<file path="config.mk">
export PLATFORM = sky130hd
export DESIGN_NAME = source_freshness_watchdog_flat
export DESIGN_NICKNAME = d
export VERILOG_FILES = /design/src/rtl/core/sfw_pkg.sv /design/src/rtl/core/sfw_in_if.sv /design/src/rtl/core/sfw_out_if.sv /design/src/rtl/core/source_freshness_watchdog.sv /design/src/rtl/core/sfw_front.sv /design/src/rtl/core/sfw_queue.sv /design/src/rtl/core/sfw_back.sv /design/src/flat_wrapper.sv
export VERILOG_INCLUDE_DIRS = /design/src /design/src/rtl/core
export SDC_FILE = /design/constraint.sdc
export NUM_CORES = 2
export LEC_CHECK = 0
export ABC_AREA = 1
export BUFFER_PORTS_ARGS = -buffer_cell sky130_fd_sc_hd__buf_4
export CAP_MARGIN = 20
export CORE_MARGIN = 5
export CORE_UTILIZATION = 55
export DETAILED_ROUTE_END_ITERATION = 16
export PLACE_DENSITY = 0.81
export SETUP_SLACK_MARGIN = 0.05
export SYNTH_ARGS = -nofsm -noshare
export SYNTH_HDL_FRONTEND = slang
export SYNTH_SLANG_ARGS = --single-unit
</file>
<file path="constraint.sdc">
create_clock -name i_clk -period 11.09 [get_ports i_clk]
set_input_delay 0.5545 -clock i_clk [delete_from_list [all_inputs] [get_ports i_clk]]
set_output_delay 0.5545 -clock i_clk [all_outputs]
set_load 0.01 [all_outputs]
</file>
<file path="src/rtl/core/source_freshness_watchdog_defines.svh">
// Assertion macros for the source freshness watchdog RTL.
`ifndef SOURCE_FRESHNESS_WATCHDOG_DEFINES_SVH
`define SOURCE_FRESHNESS_WATCHDOG_DEFINES_SVH

`ifndef ASSERT_OFF

`define SFW_ASSERT_IMP(label, clk, rst_n, ante, cons) \
    label: assert property (@(posedge clk) disable iff (!rst_n) (ante) |-> (cons)) \
        else $error("assertion failed");

`define SFW_ASSERT_NEXT(label, clk, rst_n, ante, cons) \
    label: assert property (@(posedge clk) disable iff (!rst_n) (ante) |=> (cons)) \
        else $error("assertion failed");

`else

`define SFW_ASSERT_IMP(label, clk, rst_n, ante, cons)

`define SFW_ASSERT_NEXT(label, clk, rst_n, ante, cons)

`endif

`endif

</file>
<file path="src/rtl/core/sfw_pkg.sv">
`default_nettype none

package sfw_pkg;

    localparam int NUM_SOURCES   = 4;
    localparam int SRC_W         = 2;
    localparam int CNT_W         = 32;
    localparam int TIME_W        = 64;
    localparam int WKC_W         = 16;
    localparam int RUN_W         = 16;
    localparam int TIMEOUT_W     = 16;
    localparam int LIMIT_W       = 36;
    localparam int NS_PER_MS     = 1000000;
    localparam int QDEPTH        = 2;
    localparam int QPTR_W        = (QDEPTH > 1) ? $clog2(QDEPTH) : 1;
    localparam int QCNT_W        = $clog2(QDEPTH + 1);
    localparam int APB_ADDR_W    = 3;
    localparam int APB_DATA_W    = 32;

    localparam logic [TIMEOUT_W-1:0] TIMEOUT_RESET = TIMEOUT_W'(100);
    localparam logic [RUN_W-1:0]     RUN_MAX       = '1;

    typedef enum logic [0:0] {
        REG_STALE_TIMEOUT = 1'b0
    } t_reg_index;

    typedef struct packed {
        logic [SRC_W-1:0]  source_id;
        logic              was_read;
        logic              is_configured;
        logic              link_running;
        logic              data_ok;
        logic [WKC_W-1:0]  wkc_actual;
        logic [WKC_W-1:0]  wkc_expected;
        logic [CNT_W-1:0]  update_count;
        logic [TIME_W-1:0] now_ns;
    } t_in_item;

    typedef struct packed {
        logic              input_valid;
        logic              fresh;
        logic [TIME_W-1:0] last_fresh_ns;
        logic [TIME_W-1:0] stale_ns;
        logic              comm_valid;
        logic [RUN_W-1:0]  invalid_run;
    } t_out_item;

    typedef struct packed {
        logic              input_valid;
        logic              fresh;
        logic              was_read;
        logic [TIME_W-1:0] last_ns;
        logic [TIME_W-1:0] now_ns;
        logic [RUN_W-1:0]  invalid_run;
    } t_rec;

    typedef struct packed {
        logic full;
        logic empty;
    } t_q_status;

endpackage

`default_nettype wire

</file>
<file path="src/rtl/core/sfw_in_if.sv">
`default_nettype none

interface sfw_in_if;
    import sfw_pkg::*;

    logic     valid;
    logic     ready;
    t_in_item data;

    modport source(output valid, output data, input ready);
    modport sink(input valid, input data, output ready);
endinterface

`default_nettype wire

</file>
<file path="src/rtl/core/sfw_out_if.sv">
`default_nettype none

interface sfw_out_if;
    import sfw_pkg::*;

    logic      valid;
    logic      ready;
    t_out_item data;

    modport source(output valid, output data, input ready);
    modport sink(input valid, input data, output ready);
endinterface

`default_nettype wire

</file>
<file path="src/rtl/core/source_freshness_watchdog.sv">
// Freshness watchdog for up to four fieldbus data sources. Each item names a source and carries
// its status flags, working counters, update count and a nanosecond timestamp; one result item
// comes back for each, in order, with the combined validity, whether the update was fresh, the
// stored fresh time, the stale time, the communication verdict and the invalid run count. The
// block takes one item per clock while its queue is not full: the per-source records are read
// and updated in the accept cycle, a two-entry queue feeds the stale-time subtract and timeout
// compare, and the result sits in an output register, so an accepted item passes through the
// queue and the output register before its result is presented. The timeout register is written
// over APB at byte address 0 and takes effect once r_limit has been recomputed from it.
`default_nettype none

module source_freshness_watchdog (
    input  logic                            i_clk,
    input  logic                            i_rst_n,
    sfw_in_if.sink                          i_in,
    sfw_out_if.source                       o_out,
    input  logic                            psel,
    input  logic                            penable,
    input  logic                            pwrite,
    input  logic [sfw_pkg::APB_ADDR_W-1:0]  paddr,
    input  logic [sfw_pkg::APB_DATA_W-1:0]  pwdata,
    output logic [sfw_pkg::APB_DATA_W-1:0]  prdata,
    output logic                            pready
);
    import sfw_pkg::*;

    logic [TIMEOUT_W-1:0] r_timeout;
    logic [LIMIT_W-1:0]   r_limit;
    logic                 push;
    logic                 pop;
    t_rec                 push_rec;
    t_rec                 head;
    t_q_status            q_status;
    logic                 reg_sel;

    assign pready  = 1'b1;
    assign reg_sel = (t_reg_index'(paddr[2]) == REG_STALE_TIMEOUT);
    assign prdata  = reg_sel ? APB_DATA_W'(r_timeout) : '0;

    always_ff @(posedge i_clk) begin
        if (!i_rst_n) begin
            r_timeout <= TIMEOUT_RESET;
            r_limit   <= LIMIT_W'(TIMEOUT_RESET) * LIMIT_W'(NS_PER_MS);
        end else begin
            if (psel && penable && pwrite && reg_sel) begin
                r_timeout <= pwdata[TIMEOUT_W-1:0];
            end
            r_limit <= LIMIT_W'(r_timeout) * LIMIT_W'(NS_PER_MS);
        end
    end

    sfw_front u_front (
        .i_clk      (i_clk),
        .i_rst_n    (i_rst_n),
        .i_in       (i_in),
        .i_q_status (q_status),
        .o_push     (push),
        .o_push_rec (push_rec)
    );

    sfw_queue u_queue (
        .i_clk      (i_clk),
        .i_rst_n    (i_rst_n),
        .i_push     (push),
        .i_push_rec (push_rec),
        .i_pop      (pop),
        .o_head     (head),
        .o_status   (q_status)
    );

    sfw_back u_back (
        .i_clk      (i_clk),
        .i_rst_n    (i_rst_n),
        .i_head     (head),
        .i_q_status (q_status),
        .i_limit    (r_limit),
        .o_pop      (pop),
        .o_out      (o_out)
    );

endmodule

`default_nettype wire

</file>
<file path="src/rtl/core/sfw_front.sv">
`default_nettype none

module sfw_front (
    input  logic              i_clk,
    input  logic              i_rst_n,
    sfw_in_if.sink            i_in,
    input  sfw_pkg::t_q_status i_q_status,
    output logic              o_push,
    output sfw_pkg::t_rec     o_push_rec
);
    import sfw_pkg::*;

    logic                r_seen  [NUM_SOURCES];
    logic [CNT_W-1:0]    r_count [NUM_SOURCES];
    logic [TIME_W-1:0]   r_time  [NUM_SOURCES];
    logic [RUN_W-1:0]    r_run   [NUM_SOURCES];

    logic                accept;
    logic                in_range;
    logic                valid_c;
    logic                fresh_c;
    logic [SRC_W-1:0]    idx;
    logic [RUN_W-1:0]    n_run;
    logic [TIME_W-1:0]   n_last;

    assign i_in.ready = !i_q_status.full;
    assign accept     = i_in.valid && i_in.ready;
    assign idx        = i_in.data.source_id;

    always_comb begin
        in_range = (int'(i_in.data.source_id) < NUM_SOURCES);
        valid_c  = i_in.data.was_read && i_in.data.is_configured &&
                   i_in.data.link_running && i_in.data.data_ok &&
                   (i_in.data.wkc_actual >= i_in.data.wkc_expected);
        fresh_c  = valid_c && in_range &&
                   (!r_seen[idx] || (i_in.data.update_count != r_count[idx]));
        if (valid_c) begin
            n_run = '0;
        end else if (r_run[idx] == RUN_MAX) begin
            n_run = r_run[idx];
        end else begin
            n_run = r_run[idx] + RUN_W'(1);
        end
        n_last = fresh_c ? i_in.data.now_ns : r_time[idx];
    end

    always_ff @(posedge i_clk) begin
        if (!i_rst_n) begin
            for (int i = 0; i < NUM_SOURCES; i++) begin
                r_seen[i]  <= 1'b0;
                r_count[i] <= '0;
                r_time[i]  <= '0;
                r_run[i]   <= '0;
            end
        end else if (accept && in_range) begin
            r_run[idx] <= n_run;
            if (fresh_c) begin
                r_seen[idx]  <= 1'b1;
                r_count[idx] <= i_in.data.update_count;
                r_time[idx]  <= i_in.data.now_ns;
            end
        end
    end

    always_comb begin
        o_push                 = accept;
        o_push_rec.input_valid = valid_c;
        o_push_rec.fresh       = fresh_c;
        o_push_rec.was_read    = i_in.data.was_read && in_range;
        o_push_rec.last_ns     = in_range ? n_last : '0;
        o_push_rec.now_ns      = i_in.data.now_ns;
        o_push_rec.invalid_run = in_range ? n_run : '0;
    end

endmodule

`default_nettype wire

</file>
<file path="src/rtl/core/sfw_queue.sv">
`default_nettype none
`include "source_freshness_watchdog_defines.svh"

module sfw_queue (
    input  logic                i_clk,
    input  logic                i_rst_n,
    input  logic                i_push,
    input  sfw_pkg::t_rec       i_push_rec,
    input  logic                i_pop,
    output sfw_pkg::t_rec       o_head,
    output sfw_pkg::t_q_status  o_status
);
    import sfw_pkg::*;

    t_rec              r_mem [QDEPTH];
    logic [QPTR_W-1:0] r_wr_ptr;
    logic [QPTR_W-1:0] r_rd_ptr;
    logic [QCNT_W-1:0] r_count;

    assign o_head         = r_mem[r_rd_ptr];
    assign o_status.full  = (r_count == QCNT_W'(QDEPTH));
    assign o_status.empty = (r_count == '0);

    always_ff @(posedge i_clk) begin
        if (i_push) begin
            r_mem[r_wr_ptr] <= i_push_rec;
        end
    end

    always_ff @(posedge i_clk) begin
        if (!i_rst_n) begin
            r_wr_ptr <= '0;
            r_rd_ptr <= '0;
            r_count  <= '0;
        end else begin
            if (i_push) begin
                r_wr_ptr <= (r_wr_ptr == QPTR_W'(QDEPTH - 1)) ? '0 : r_wr_ptr + QPTR_W'(1);
            end
            if (i_pop) begin
                r_rd_ptr <= (r_rd_ptr == QPTR_W'(QDEPTH - 1)) ? '0 : r_rd_ptr + QPTR_W'(1);
            end
            if (i_push && !i_pop) begin
                r_count <= r_count + QCNT_W'(1);
            end else if (i_pop && !i_push) begin
                r_count <= r_count - QCNT_W'(1);
            end
        end
    end

    `SFW_ASSERT_IMP(a_no_push_full, i_clk, i_rst_n, i_push && !i_pop, !o_status.full)
    `SFW_ASSERT_IMP(a_no_pop_empty, i_clk, i_rst_n, i_pop, !o_status.empty)
    `SFW_ASSERT_NEXT(a_push_fills, i_clk, i_rst_n, i_push && !i_pop, r_count != '0)
    `SFW_ASSERT_IMP(a_count_bound, i_clk, i_rst_n, 1'b1, r_count <= QCNT_W'(QDEPTH))

endmodule

`default_nettype wire

</file>
<file path="src/rtl/core/sfw_back.sv">
`default_nettype none

module sfw_back (
    input  logic                         i_clk,
    input  logic                         i_rst_n,
    input  sfw_pkg::t_rec                i_head,
    input  sfw_pkg::t_q_status           i_q_status,
    input  logic [sfw_pkg::LIMIT_W-1:0]  i_limit,
    output logic                         o_pop,
    sfw_out_if.source                    o_out
);
    import sfw_pkg::*;

    logic              r_valid;
    t_out_item         r_data;
    t_out_item         n_data;
    logic [TIME_W-1:0] stale;

    assign o_pop = !i_q_status.empty && (!r_valid || o_out.ready);

    always_comb begin
        if ((i_head.last_ns != '0) && (i_head.now_ns >= i_head.last_ns)) begin
            stale = i_head.now_ns - i_head.last_ns;
        end else begin
            stale = '0;
        end
        n_data.input_valid   = i_head.input_valid;
        n_data.fresh         = i_head.fresh;
        n_data.last_fresh_ns = i_head.last_ns;
        n_data.stale_ns      = stale;
        n_data.comm_valid    = i_head.was_read && (i_head.last_ns != '0) &&
                               (stale <= TIME_W'(i_limit));
        n_data.invalid_run   = i_head.invalid_run;
    end

    always_ff @(posedge i_clk) begin
        if (!i_rst_n) begin
            r_valid <= 1'b0;
        end else if (o_pop) begin
            r_valid <= 1'b1;
        end else if (o_out.ready) begin
            r_valid <= 1'b0;
        end
    end

    always_ff @(posedge i_clk) begin
        if (o_pop) begin
            r_data <= n_data;
        end
    end

    assign o_out.valid = r_valid;
    assign o_out.data  = r_data;

endmodule

`default_nettype wire

</file>
<file path="src/flat_wrapper.sv">
// flat-port wrapper written by rule: the top's interface ports become plain ports
module source_freshness_watchdog_flat import sfw_pkg::*;
  (i_clk, i_rst_n, psel, penable, pwrite, paddr, pwdata, prdata, pready, i_in_valid, i_in_data, i_in_ready, o_out_valid, o_out_data, o_out_ready);
  sfw_in_if i_in_i ();
  sfw_out_if o_out_i ();
  input  logic i_clk;
  input  logic i_rst_n;
  input  logic psel;
  input  logic penable;
  input  logic pwrite;
  input  logic [sfw_pkg::APB_ADDR_W-1:0] paddr;
  input  logic [sfw_pkg::APB_DATA_W-1:0] pwdata;
  output logic [sfw_pkg::APB_DATA_W-1:0] prdata;
  output logic pready;
  input wire logic [$bits(i_in_i.valid)-1:0] i_in_valid;
  input wire logic [$bits(i_in_i.data)-1:0] i_in_data;
  output wire logic [$bits(i_in_i.ready)-1:0] i_in_ready;
  output wire logic [$bits(o_out_i.valid)-1:0] o_out_valid;
  output wire logic [$bits(o_out_i.data)-1:0] o_out_data;
  input wire logic [$bits(o_out_i.ready)-1:0] o_out_ready;
  assign i_in_i.valid = i_in_valid;
  assign i_in_i.data = i_in_data;
  assign i_in_ready = i_in_i.ready;
  assign o_out_valid = o_out_i.valid;
  assign o_out_data = o_out_i.data;
  assign o_out_i.ready = o_out_ready;
  source_freshness_watchdog u_core (.i_clk(i_clk), .i_rst_n(i_rst_n), .i_in(i_in_i), .o_out(o_out_i), .psel(psel), .penable(penable), .pwrite(pwrite), .paddr(paddr), .pwdata(pwdata), .prdata(prdata), .pready(pready));
endmodule
</file>
==> metrics.md <==
| Metric | Value |
|---|---|
| Iter 0 DRT Violations | 4144 |
| Fin crit period | 7.48 ns |
| Max transition margin | 0.289 |
| Die area | 94400 sq um |
| Clock buffer depth | 3 |
| Cell Rows | 109 |
| CP dominant cell by count | nand2_1 |
| Max Freq | 134 MHz |
| Initial DRT Pass Iterations | 6 |
| Number of global-route vias before repair | 35.8k |
| Placed cell areas | 51900 sq um |
| Ys flop type | edfxtp_1 |
| Critical path arrival | 7.99 ns |
| Global placer's final weighted congestion | 1.02 |
| Critical Path Fanout Max | 69 |
| Overflow after GRT | 0 |
| Number of I/O pins | 358 |
| Critical Path Start Type | register |
| RSZ-0062 raised after global routing | no |
| Sequential area share after synthesis | 0.573 |
| Worst-margin pin slew | 1.07 ns |
| Drt via density | 5.67 |
| Top cell type's share of synthesized area | 0.550 |
| Final HPWL DP | 93500 microns |
| Synth Cell Area | 48600 sq um |
| TritonCTS clock tree | built |
| CP endpoint kind | register |
| Register bit total from synthesis | 945 |
| Final setup fails | 0 |
| Drt drc | 0 |
| Routed vias | 37.2k |
| CP Class | reg -> reg |
| Worst-skew pair later-pin latency | 0.69 ns |
| Ranking of synthesized cells by area | edfxtp_1 55%, nand2_1 10%, ha_1 5.6% |
| Post-synth EDFFs | 890 |
| Antenna violations before repair | 17 |
| Placeable core area | 88000 sq um |
| Setup_tns | 0 ns |
| Antenna Nets Post-Route | 0 |
| FILL cells | 6851 |
| Die X | 307 microns |
| Synth cell types | 52 |
| Yosys warns | 0 |
| CTS sink cnt | 945 |
| Crit share post-route | 0.674 |
| Multi-input gate area | 17700 sq um |
| FF/Latch Area | 27800 sq um |
| Die Ht | 307 microns |
| First-pass GRT wire length | 204000 microns |
| GRT Util Overall | 0.278 |
| Area Growth Syn to Fin | 13.3% |
| Initial Util | 0.552 |
| Post-route cell area | 55000 sq um |
| Port bufs | 322 |
| Nets | 5763 |
| Slowest-stage cell, CP | buf_4 |
| Drt total wl | 135000 microns |
| Max Cap Viol | 0 |
| Hold_buf cts | 0 |
| Clock slew at reported path FFs | 0.06 ns |
| Crit-path max cell delay | 0.73 ns |
| Worst min path class | in -> reg |
| Mean Syn Cell Area | 9.60 sq um |
| Post-CTS Resized | 0 |
| Largest net degree at the start of global routing | 132 |
| Clk_skew | 0.0543 ns |
| Power per Cell Area | 255 nW/um^2 |
| Final Hold Fails | 0 |
| H-tree depth | 3 |
| Routed len/inst | 20.6 microns |
| Setup Buffers After CTS | 0 |
| Req. time, crit path | 11.60 ns |
| CTS buffer count | 93 |
| Asr flop ratio synth | 0 |
| Clock root buffer | clkbuf_16 |
| Leakage power | 0.0235 uW |
| Status | finished clean |
| Yosys top cell by area | edfxtp_1 |
| Peak supply drop | 0.158 mV |
| Syn Inst Count | 5057 |
| Fin. max-slew vios | 0 |
| Layout cell share with drive strength beyond 1 | 0.110 |
==> cells by family after synthesis <==
logic type               share of synthesized area
AO/OA/AOI/OAI                               0.0780
XOR/XNOR                                    0.0103
adder cells (fa/ha/maj)                     0.0790
buffers and inverters                       0.0660
flip-flops                                   0.573
multiplexers                              0.000206
other                                     0.000155
AND/OR/NAND/NOR                              0.193
==> cells in the final DEF, fill, tap and decap left out, drive strengths merged, types with 4 or more instances in the layout <==
cell / n
clkinvlp: 7
and2: 7
ha: 217
nor3: 32
buf: 351
nand2: 1345
o21ai: 262
a32oi: 6
edfxtp: 890
diode: 12
nand4: 38
bufinv: 11
a31oi: 4
inv: 597
xnor2: 27
nor2: 725
a32o: 66
dfxtp: 55
fa: 56
a21oi: 239
or2: 43
clkinv: 44
conb: 17
o21bai: 18
o22a: 6
nor4: 4
o21a: 9
o211ai: 7
clkbuf: 108
xor2: 30
a21o: 9
nand3b: 11
o22ai: 14
nand3: 128
==> cell type report <==
| type | instances | area share |
|---|---|---|
| Antenna cell | 12 | 0.000546 |
| Clock buffer | 108 | 0.0433 |
| Clock inverter | 68 | 0.0137 |
| Inverter | 591 | 0.0406 |
| Multi-Input combinational cell | 3332 | 0.321 |
| Sequential cell | 945 | 0.506 |
| Tap cell | 1165 | 0.0265 |
| Timing Repair Buffer | 351 | 0.0484 |
==> registers in the layout, summed over array words and instances (netlist names), named ones only <==
name / flops
u_core.u_queue.r_mem: 294
u_core.u_queue.r_rd_ptr: 1
u_core.u_back.o_out.valid: 1
u_core.u_queue.r_count: 2
u_core.u_front.r_count: 128
u_core.r_limit: 30
u_core.u_front.r_time: 256
u_core.r_timeout: 16
u_core.u_back.o_out.data: 147
u_core.u_queue.r_wr_ptr: 1
u_core.u_front.r_run: 64
u_core.u_front.r_seen: 4
==> worst max-delay path, delay by kind of cell (launching register included) <==
family          cells  cell delay (ns)
buf+inv             5             1.90
compound gates      4             0.91
flops               1             0.56
fa+ha+maj           2             0.81
simple gates       19             2.96
==> through the flow <==
stage	worst slack (ns)	instances	hold WS, ns	util	total power [uW]
finish	3.61	6572	0.0604	0.626	14000
global route	3.11	6565	0.0487	0.625	14700
CTS	3.82	6560	0.0278	0.625	13900
detailed placement	3.91	6384	0.443	0.590	10700
global placement	4.04	6384	0.423	0.590	10600
floorplan	1.86	5072	0.425	-	8640
==> Yosys cell counts, types with 18 or more instances <==
cell	instances
edfxtp_1	890
clkbuf_1	130
nand4_1	38
buf_4	33
nor2_1	719
nand3_1	128
a21oi_1	239
or2_0	20
xnor2_1	27
xor2_1	30
a32o_1	66
buf_2	30
nor3_1	31
fa_1	56
nand2_2	49
ha_1	217
inv_1	577
o21ai_1	147
dfxtp_1	55
o21ai_0	115
o21bai_1	18
nand2_1	1295
==> power breakdown <==
part           switching, uW  internal [uW]
combinational           4120           1790
sequential               200           4700
clock                   1410           1830
total                   5720           8320
==> worst paths after layout <==
check | startpoint | endpoint | slack, ns | depth (start not counted)
max reg2reg | register | u_core.u_back.o_out.data[16] | 3.61 | 30
min reg2reg | u_core.u_queue.r_rd_ptr | register | 0.45 | 1
min | i_in_data[61] | u_core.u_queue.r_mem[1][77] | 0.06 | 1
max | register | u_core.u_back.o_out.data[16] | 3.61 | 30
==> per-layer routing <==
metal | up-vias | global-route usage | wire length, microns
li1 | 17292 | - | -
met1 | 17695 | 0.366 | 51500
met2 | 1965 | 0.465 | 65100
met3 | 284 | 0.0549 | 14000
met4 | 10 | 0.0948 | 4730
met5 | - | 0 | 57
Note: power is estimated with default switching activity, not from simulation.
